`config.mk`:
```
export PLATFORM = sky130hd
export DESIGN_NAME = lru_key_set
export DESIGN_NICKNAME = d
export VERILOG_FILES = /design/src/rtl/lks_pkg.sv /design/src/rtl/lks_store.sv /design/src/rtl/lru_key_set.sv
export SDC_FILE = /design/constraint.sdc
export NUM_CORES = 1
export LEC_CHECK = 0
export BUFFER_PORTS_ARGS = -buffer_cell sky130_fd_sc_hd__buf_2
export CAP_MARGIN = 20
export CORE_MARGIN = 2
export CORE_UTILIZATION = 57
export DETAILED_ROUTE_END_ITERATION = 8
export PLACE_DENSITY = 0.85
export SYNTH_ARGS = -nofsm -noshare
export SYNTH_HDL_FRONTEND = slang
export SYNTH_SLANG_ARGS = --single-unit
```
`constraint.sdc`:
```
create_clock -name clk -period 11.3 [get_ports clk]
set_input_delay 0.565 -clock clk [delete_from_list [all_inputs] [get_ports clk]]
set_output_delay 0.565 -clock clk [all_outputs]
set_load 0.02 [all_outputs]
```
`src/rtl/lks_pkg.sv`:
```
// Shared constants, types and helpers for the LRU key set.
`default_nettype none

package lks_pkg;

	localparam int CAPACITY  = 8;
	localparam int KEY_WIDTH = 32;
	localparam int RANK_W    = (CAPACITY > 1) ? $clog2(CAPACITY) : 1;
	localparam int OCC_W     = $clog2(CAPACITY + 1);
	localparam int CFG_W     = 4;

	typedef logic signed [KEY_WIDTH-1:0] key_t;
	typedef logic [RANK_W-1:0] rank_t;
	typedef logic [OCC_W-1:0] occ_t;
	typedef logic [CFG_W-1:0] cfg_t;

	typedef struct packed {
		logic access;
		key_t key;
	} lks_req_t;

	typedef struct packed {
		logic hit;
		logic evicted_valid;
		key_t evicted_key;
	} lks_result_t;

	function automatic occ_t clamp_capacity(cfg_t v);
		occ_t r;
		if (v == '0) begin
			r = occ_t'(1);
		end else if (32'(v) > CAPACITY) begin
			r = occ_t'(CAPACITY);
		end else begin
			r = occ_t'(v);
		end
		return r;
	endfunction

endpackage

`default_nettype wire

```
`src/rtl/lks_store.sv`:
```
// Key store with recency ranks: parallel lookup, victim choice and update.
`default_nettype none

module lks_store (
	input  wire logic              clk,
	input  wire logic              arst_n,
	input  wire lks_pkg::lks_req_t req,
	input  wire logic              cfg_we,
	input  wire lks_pkg::cfg_t     cfg_value,
	output lks_pkg::lks_result_t   result
);
	import lks_pkg::*;

	key_t  keys_q  [CAPACITY];
	logic  valid_q [CAPACITY];
	rank_t rank_q  [CAPACITY];
	occ_t  occ_q;
	occ_t  cap_q;

	logic [CAPACITY-1:0] match;
	logic [CAPACITY-1:0] victim;
	logic [CAPACITY-1:0] first_free;
	logic [CAPACITY-1:0] slot;
	logic                hit;
	logic                full;
	rank_t               hit_rank;
	rank_t               lru_rank;
	key_t                victim_key;
	logic                seen_free;

	always_comb begin
		hit        = 1'b0;
		hit_rank   = '0;
		victim_key = '0;
		seen_free  = 1'b0;
		full       = (occ_q >= cap_q);
		lru_rank   = rank_t'(occ_q - occ_t'(1));
		for (int i = 0; i < CAPACITY; i++) begin
			match[i]      = valid_q[i] && (keys_q[i] == req.key);
			victim[i]     = valid_q[i] && (rank_q[i] == lru_rank);
			first_free[i] = !valid_q[i] && !seen_free;
			if (!valid_q[i]) begin
				seen_free = 1'b1;
			end
			hit = hit | match[i];
			if (match[i]) begin
				hit_rank = hit_rank | rank_q[i];
			end
			if (victim[i]) begin
				victim_key = victim_key | keys_q[i];
			end
		end
		slot = full ? victim : first_free;
		result.hit           = hit;
		result.evicted_valid = !hit && full;
		result.evicted_key   = (!hit && full) ? victim_key : '0;
	end

	always_ff @(posedge clk or negedge arst_n) begin
		if (!arst_n) begin
			occ_q <= '0;
			cap_q <= occ_t'(CAPACITY);
			for (int i = 0; i < CAPACITY; i++) begin
				valid_q[i] <= 1'b0;
				rank_q[i]  <= '0;
			end
		end else if (cfg_we) begin
			occ_q <= '0;
			cap_q <= clamp_capacity(cfg_value);
			for (int i = 0; i < CAPACITY; i++) begin
				valid_q[i] <= 1'b0;
				rank_q[i]  <= '0;
			end
		end else if (req.access) begin
			if (hit) begin
				for (int i = 0; i < CAPACITY; i++) begin
					if (match[i]) begin
						rank_q[i] <= '0;
					end else if (valid_q[i] && (rank_q[i] < hit_rank)) begin
						rank_q[i] <= rank_q[i] + rank_t'(1);
					end
				end
			end else begin
				if (!full) begin
					occ_q <= occ_q + occ_t'(1);
				end
				for (int i = 0; i < CAPACITY; i++) begin
					if (slot[i]) begin
						valid_q[i] <= 1'b1;
						rank_q[i]  <= '0;
					end else if (valid_q[i]) begin
						rank_q[i] <= rank_q[i] + rank_t'(1);
					end
				end
			end
		end
	end

	always_ff @(posedge clk) begin
		if (!cfg_we && req.access && !hit) begin
			for (int i = 0; i < CAPACITY; i++) begin
				if (slot[i]) begin
					keys_q[i] <= req.key;
				end
			end
		end
	end

	a_occ_within_cap: assert property (@(posedge clk) disable iff (!arst_n)
		occ_q <= cap_q)
		else $error("occupancy above capacity in use");

	a_single_match: assert property (@(posedge clk) disable iff (!arst_n)
		$onehot0(match))
		else $error("key held in more than one entry");

	a_one_victim: assert property (@(posedge clk) disable iff (!arst_n)
		req.access && !hit && full |-> $onehot(victim))
		else $error("no unique least recently used entry on eviction");

endmodule

`default_nettype wire

```
`src/rtl/lru_key_set.sv`:
```
// Top level of the LRU key set: input register, key store and result register.
//
//  channel | handshake             | word
//  --------+-----------------------+-----------------------------------
//  in      | in_valid / in_stall   | key
//  out     | out_valid / out_stall | hit, evicted_valid, evicted_key
//  cfg     | cfg_valid / cfg_ready | capacity_in_use
//
//  One word per cycle unless out_stall holds; a key passes the input register, then the result register.
//  Lookup and victim choice are combinational in the store; the rank update is registered.
//  cfg_ready is high only with both registers empty; a write empties the store.
//  Reset empties the store and sets capacity in use to the built size.
//  A stalled result holds; the input stalls only when both registers are full.
`default_nettype none

module lru_key_set (
	input  wire logic          clk,
	input  wire logic          arst_n,
	input  wire logic          in_valid,
	output logic               in_stall,
	input  wire lks_pkg::key_t key,
	output logic               out_valid,
	input  wire logic          out_stall,
	output logic               hit,
	output logic               evicted_valid,
	output lks_pkg::key_t      evicted_key,
	input  wire logic          cfg_valid,
	output logic               cfg_ready,
	input  wire lks_pkg::cfg_t capacity_in_use
);
	import lks_pkg::*;

	logic        valid_s1;
	key_t        key_s1;
	logic        advance;
	logic        out_valid_q;
	lks_result_t res_q;
	lks_result_t res;
	lks_req_t    req;
	logic        cfg_we;

	assign advance   = valid_s1 && (!out_valid_q || !out_stall);
	assign in_stall  = valid_s1 && out_valid_q && out_stall;
	assign cfg_ready = !valid_s1 && !out_valid_q;
	assign cfg_we    = cfg_valid && cfg_ready;

	assign req = '{access: advance, key: key_s1};

	lks_store u_store (
		.clk       (clk),
		.arst_n    (arst_n),
		.req       (req),
		.cfg_we    (cfg_we),
		.cfg_value (capacity_in_use),
		.result    (res)
	);

	always_ff @(posedge clk or negedge arst_n) begin
		if (!arst_n) begin
			valid_s1    <= 1'b0;
			out_valid_q <= 1'b0;
		end else begin
			if (in_valid && !in_stall) begin
				valid_s1 <= 1'b1;
			end else if (advance) begin
				valid_s1 <= 1'b0;
			end
			if (advance) begin
				out_valid_q <= 1'b1;
			end else if (!out_stall) begin
				out_valid_q <= 1'b0;
			end
		end
	end

	always_ff @(posedge clk) begin
		if (in_valid && !in_stall) begin
			key_s1 <= key;
		end
		if (advance) begin
			res_q <= res;
		end
	end

	assign out_valid     = out_valid_q;
	assign hit           = res_q.hit;
	assign evicted_valid = res_q.evicted_valid;
	assign evicted_key   = res_q.evicted_key;

	a_advance_fills_out: assert property (@(posedge clk) disable iff (!arst_n)
		advance |=> out_valid_q)
		else $error("result register not loaded");

	a_no_cfg_when_busy: assert property (@(posedge clk) disable iff (!arst_n)
		cfg_we |-> !advance)
		else $error("configuration write during access");

	a_evict_only_on_miss: assert property (@(posedge clk) disable iff (!arst_n)
		out_valid_q |-> !(res_q.hit && res_q.evicted_valid))
		else $error("eviction reported on a hit");

endmodule

`default_nettype wire
```
==> Word-level counts from Yosys, hierarchy flattened <==
Memories as Yosys holds them, arrays and structs flattened.
Index checks and enable logic that the tools add are counted.
{ "word_totals": {"reg_bits": 108, "ramBits": 256, "in_bits": 41, "output_inout_bits": 37, "mem_count": 1} }
{ "memory_table": {"columns": ["memory", "depth", "width", "read_ports", "rd_clocked_by_memory_dff", "wr", "line_no", "source"], "rows": [
  ["u_store.keys_q", 8, 32, 8, 0, 8, "lks_store.sv:14", "key_t keys_q [CAPACITY];"]
]} }
{ "op_classes": {"add_sub_neg": 10, "order_cmp": 10, "n_eq_ne": 27, "mux": 104, "bitwise": 21, "reduce_logical": 97} }
{ "op_table": {"columns": ["op", "count"], "rows": [
  ["equality test 32 bit", 8],
  ["2-to-1 mux 32 bit", 8],
  ["bitwise OR 32 bit", 7],
  ["2-to-1 mux 3 bit", 40],
  ["2-to-1 mux 24 bit", 3],
  ["AND reduction 3 bit", 17],
  ["2-to-1 mux 1 bit", 43],
  ["logical AND 1 bit", 40],
  ["2-to-1 mux 8 bit", 4],
  ["inequality test 4 x 2 -> 1 bit, second input constant", 8],
  ["nonzero test 4 bit", 8],
  ["adder 3 x 1 -> 3 bit, second input constant", 8],
  ["equality test 3 bit", 8],
  ["< comparator 3 bit", 8],
  ["2-to-1 mux 4 bit", 6],
  ["bitwise OR 3 bit", 7],
  ["logical NOT 1 bit", 20],
  ["nonzero test 2 bit", 10],
  ["bitwise OR 1 bit", 7],
  ["inequality test 2 x 1 -> 1 bit, second input constant", 3],
  ["adder 4 x 1 -> 4 bit, second input constant", 1],
  ["greater-or-equal comparator 4 bit", 1],
  ["> comparator 4 bit, second input constant", 1],
  ["logical NOT 4 bit", 1],
  ["other kinds (2)", 2]
]} }

==> Depth between registers and ports, before layout <==
{ "depth": {"depth_word": 24, "ltp_mapped": 15, "ltp_nobuf": 13} }

==> Hierarchy <==
Synthesis repeated with hierarchy kept, for this count alone.
{ "hier_totals": {"cells_unflattened": 1479, "area_unflattened_um2": 18806.8} }
{ "by_module_without_submodules": {"columns": ["module", "instances", "cells_each", "area_each_um2", "seq_area_each_um2"], "rows": [
  ["lks_store", 1, 1403, 16722.3, 8689.6],
  ["lru_key_set", 1, 76, 2084.5, 2031.9]
]} }

==> Worst setup path before layout <==
No wires, ideal clock.
{ "synth_path": {"path_type": "reg2reg", "start": "register u_store.occ_q[0]", "end": "memory u_store.keys_q[0][0] (netlist name), enable pin", "setup_time_ns": 0.421, "arrival_ns": 4.164, "path_slack_ns": 6.715, "path_stages_with_launch": 11, "path_buffers": 3, "synth_period_minus_slack_ns": 4.585, "cell_sequence": "dfrtp_1 -> buf_1 -> inv_1 -> ha_1 -> xor2_1 -> xnor2_1 -> nor2_1 -> clkbuf_1 -> clkbuf_1 -> a21oi_1 -> nor2_1"} }
{ "synth_lines": {"columns": ["item", "line_no", "source"], "rows": [
  ["from (decl)", "lks_store.sv:17", "occ_t occ_q;"],
  ["from (signal assigned)", "lks_store.sv:85", "occ_q <= occ_q + occ_t'(1);"],
  ["to (decl)", "lks_store.sv:14", null]
]} }

==> Worst setup path in the final report <==
{ "layout_path": {"start": "register key_s1[0]", "end": "register u_store.rank_q[3] (netlist name)"} }
{ "layout_between": {"elab_chain_cells": 21, "elab_cells_between_ends": 47, "cone_classes": "order compare: 1; eq/ne: 9; mux: 12; bitwise: 14; reduce/logical: 11"} }
{ "layout_lines": {"columns": ["item", "line_no", "source"], "rows": [
  ["from (decl)", "lru_key_set.sv:34", "key_t key_s1;"],
  ["from (signal assigned)", "lru_key_set.sv:78", "key_s1 <= key;"],
  ["equality test 32 bit", "lks_store.sv:39", "match[i] = valid_q[i] && (keys_q[i] == req.key);"],
  ["logical AND 1 bit", "lks_store.sv:39", null],
  ["2-to-1 mux 3 bit", "lks_store.sv:46", "if (match[i]) begin"],
  ["bitwise OR 3 bit", "lks_store.sv:47", "hit_rank = hit_rank | rank_q[i];"],
  ["2-to-1 mux 3 bit", "lks_store.sv:46", null],
  ["bitwise OR 3 bit", "lks_store.sv:47", null],
  ["2-to-1 mux 3 bit", "lks_store.sv:46", null],
  ["bitwise OR 3 bit", "lks_store.sv:47", null],
  ["(+5 left out)", null, null],
  ["bitwise OR 3 bit", "lks_store.sv:47", null],
  ["2-to-1 mux 3 bit", "lks_store.sv:46", null],
  ["bitwise OR 3 bit", "lks_store.sv:47", null],
  ["2-to-1 mux 3 bit", "lks_store.sv:46", null],
  ["< comparator 3 bit", "lks_store.sv:79", "end else if (valid_q[i] && (rank_q[i] < hit_rank)) begin"],
  ["logical AND 1 bit", "lks_store.sv:79", null],
  ["inequality test 4 x 2 -> 1 bit (no line)", null, null],
  ["AND reduction 3 bit (no line)", null, null],
  ["to (signal, indexed assignment)", "lks_store.sv:80", "rank_q[i] <= rank_q[i] + rank_t'(1);"],
  ["to (signal, indexed assignment)", "lks_store.sv:92", "rank_q[i] <= rank_q[i] + rank_t'(1);"],
  ["to (decl)", "lks_store.sv:16", "rank_t rank_q [CAPACITY];"]
]} }
Parallel ways exist; a longest one is shown, timed or not. The select of a mux whose other input is x is not followed.
A chain may end at the register's enable or synchronous reset.

==> summary.md <==
| Metric | Value |
|---|---|
| Drt initial violations | `just over 2000` |
| Switch Pwr | `1.735 mW` |
| Number of max-cap violations | `0` |
| ANT nets after route | `0` |
| Die ar. | `approximately 33000 sq um` |
| Clock power share | `26.6%` |
| Pint | `about 3 mW` |
| Syn Nets | `1392` |
| Skew final | `between 30 and 40 ps` |
| Worst Hold Class | `in -> reg` |
| WL final | `~53 mm` |
| Row count | `64` |
| Top cell type's share of synthesized area | `a little over half` |
| Tcrit/Tclk final | `44.10%` |
| Ranking of synthesized cells by area | `edfxtp_1 54%, xnor2_1 9.7%, dfrtp_1 5.8%` |
| Yosys warns | `0` |
| Tmin final | `between 4000 and 5000 ps` |
| Number of synthesized register bits | `between 300 and 400` |
| GPL Wtd Cong | `0.9538` |
| Crit path kind | `reg -> reg` |
| ANT cells | `0` |
| Die width | `roughly 180 microns` |
| Max stage delay on crit path | `750 ps` |
| Post-synthesis cell count | `~1300` |
| Detailed-router iteration count before antenna repair | `6` |
| Critical-path cell list | `xnor2_1 > nand4_1 > nor4_1 > and3_1 > a22oi_1 > and3_1 > ha_1 > or4b_2 > o2111ai_1 > nand2_1 > mux2_1` |
| Fin. max-slew vios | `0` |
| CTS Sinks | `around 360` |
| Via count | `12660` |
| Clock latency on the worst-skew pair | `550 ps` |
| DR DRC count | `0` |
| Overall power | `~4.7 mW` |
| Outcome | `finished clean` |
| Layout area overhead | `11.47%` |
| HPWL after detailed placement | `33.56 mm` |
| TritonCTS buffer count | `38` |
| Non-filler cells, final | `roughly 1800` |
| Post-synth ARST share | `between 10% and 20%` |
| CP Capture Point | `u_store.rank_q[3]` |
| CTS tree | `built` |
| Switch share | `36.90%` |
| IO buf count | `77` |
| Crit path DAT | `about 5400 ps` |
| Worst path most repeated cell | `and3_1` |
| Post-synthesis sequential area ratio | `between 60% and 70%` |
| Setup WS post-layout | `6317 ps` |
| CTS H-tree depth | `2` |
| Netlist cell types | `70` |
| Cell Count Post-Placement | `1736` |
| Initial antenna violation count | `0` |
| Post-synth EDFFs | `around 320` |
| Share of layout cells above drive strength 1 | `between 10% and 20%` |
| P_leak | `6.610 nW` |
| Initial Util | `a little under 60%` |
| Core Region | `30590 sq um` |
| First-pass GRT wire length | `77.91 mm` |
| Nets | `around 1500` |
| Element type at the critical path end | `register` |
| Comb pwr share | `between 30 and 40%` |
| Worst-path clk slew | `60 ps` |
| Total GRT Usage | `32.02%` |
| Setup crit start kind | `register` |
| IO Pins | `approximately 80` |
| Crit path buf inv count | `0` |
| Peak VDD IR | `about 0.13 mV` |
| Vias per inst | `7.004` |
| Top cell family by delay on the critical path | `simple AND/OR/NAND/NOR gates` |
| Stages on the worst setup path | `11` |
| Worst Path Required | `around 12000 ps` |
| Clk buf depth | `3` |
| Final setup TNS | `0 ps` |
| Max Clk Rate | `approximately 200 MHz` |
| RSZ-0062 raised after global routing | `no` |
| Largest net degree at the start of global routing | `43` |
| Most frequent cells in the layout | `322 x edfxtp_1, 197 x xnor2_1, 81 x xor2_1, 77 x buf_2, 68 x a22oi_1` |
| Mean Syn Cell Area | `around 13 sq um` |
| Main synth FF type | `edfxtp_1` |
| Die H | `approximately 180 microns` |
| R2R Setup Slk | `approximately 6300 ps` |
| Congestion Overflow GR | `0` |
| Vias in the first global route | `approximately 12000` |
| PD cells | `roughly 240 nW/um^2` |
| Commonest non-fill, non-tap cell in the layout | `edfxtp_1` |
| Worst Reg-to-Reg Cells | `11` |
| Depth of the worst hold-timing path | `1` |
| Worst-path fanout max | `17` |
| Slowest CP cell | `edfxtp_1` |
| Crit path launch | `key_s1[0]` |
| Dpl ws | `6537 ps` |
| Worst reg2reg startpoint | `key_s1[0]` |
| Root buffer cell | `clkbuf_16` |
| Worst Tran Pin Value | `around 1000 ps` |
| Post-synth top area cell | `edfxtp_1` |
| Final setup vio count | `0` |
| Wire per inst | `29.31 microns` |
| Final Hold Fails | `0` |
| Syn Std Cell Area | `17750 sq um` |
| Worst R2R End | `u_store.rank_q[3]` |
| Slew headroom | `between 30% and 40%` |
| Part of the power in registers | `between 40% and 50%` |
-- per-stage QoR --
stage	hold WS (ps)	area (sq um)	util (%)
2_1_floorplan	269.4	17750	-
3_5_place_dp	477.0	18520	60.53
3_3_place_gp	483.3	18520	60.53
6_report	187.0	19780	64.67
5_1_grt	178.4	19780	64.67
4_1_cts	176.5	19750	64.57
-- layout make-up --
| class | instances | area [sq um] |
|---|---|---|
| inverters | 27 | 101.3 |
| clock inverters | 26 | 266.5 |
| repair buffers | 100 | 573.1 |
| fillers | 2171 | 10810 |
| flip-flops and latches | 364 | 10720 |
| well taps | 396 | 495.5 |
| multi-input cells | 851 | 6655 |
| clock buffers | 43 | 969.7 |
-- what timing repair did --
item | CTS | global route
hold buffers | 0 | 1
hold endpoints to repair | 0 | 14
buffers inserted | 0 | 0
resized for setup | 0 | 0
-- synthesized netlist by cell type, types with 11 or more instances --
master	instances
a2111oi_0	13
o21ai_0	20
edfxtp_1	322
nand2_1	24
and3_1	11
dfrtp_1	41
nor4_1	21
buf_2	25
nor2_1	45
a22oi_1	68
inv_1	27
nor3_1	11
a31oi_1	34
nand3_1	34
nand3b_1	12
a221oi_1	35
a22o_1	36
ha_1	30
xnor2_1	197
nand4_1	46
clkbuf_1	43
xor2_1	81
a21oi_1	13
-- power groups by stage --
| stage | Clock [mW] | Combinational [mW] | Sequential [mW] |
|---|---|---|---|
| floorplan | 0 | 0.920 | 1.94 |
| global placement | 0 | 1.38 | 1.98 |
| detailed placement | 0 | 1.42 | 1.99 |
| CTS | 1.25 | 1.43 | 1.97 |
| global route | 1.31 | 1.55 | 2.00 |
| finish | 1.25 | 1.47 | 1.98 |
-- per-layer routing --
| layer | track usage [%] | part of all wire (%) | vias up |
|---|---|---|---|
| met5 | 0 | 0 | - |
| met4 | 18.58 | 6.7 | 0 |
| met3 | 6.002 | 12 | 210 |
| met2 | 49.71 | 46 | 1069 |
| met1 | 42.49 | 36 | 6159 |
| li1 | - | - | 5219 |
-- cells by family (layout without fill, tap and decap cells) --
group                      after synthesis  after routing  share of synthesized area [%]
AOI/OAI and AO/OA                      277            277                          12.03
xor gates and xnor gates               278            278                          13.72
adders and majority gates               30             30                          2.115
buffers and inverters                  106            196                          2.630
DFF                                    364            364                          60.41
muxes                                   12             12                         0.7262
and+or+nand+nor                        254            254                          8.369
-- state kept, by name, summed over array words and instances (netlist names) --
name	cells
valid_s1	1
evicted_valid	1
u_store.keys_q	256
u_store.rank_q	24
out_valid	1
key_s1	32
u_store.valid_q	8
evicted_key	32
u_store.occ_q	4
u_store.cap_q	4
hit	1
-- worst min path at each step --
stage                             endpoint  slack [ps]              from
final                           key_s1[10]         190           key[10]
after global placement    u_store.cap_q[0]         480  u_store.cap_q[0]
after detailed placement  u_store.cap_q[0]         480  u_store.cap_q[0]
after global routing            key_s1[30]         180           key[30]
after floorplan                  out_valid         270            arst_n
after CTS                        key_s1[9]         180            key[9]
No activity file was read; power rests on OpenSTA's default activity.
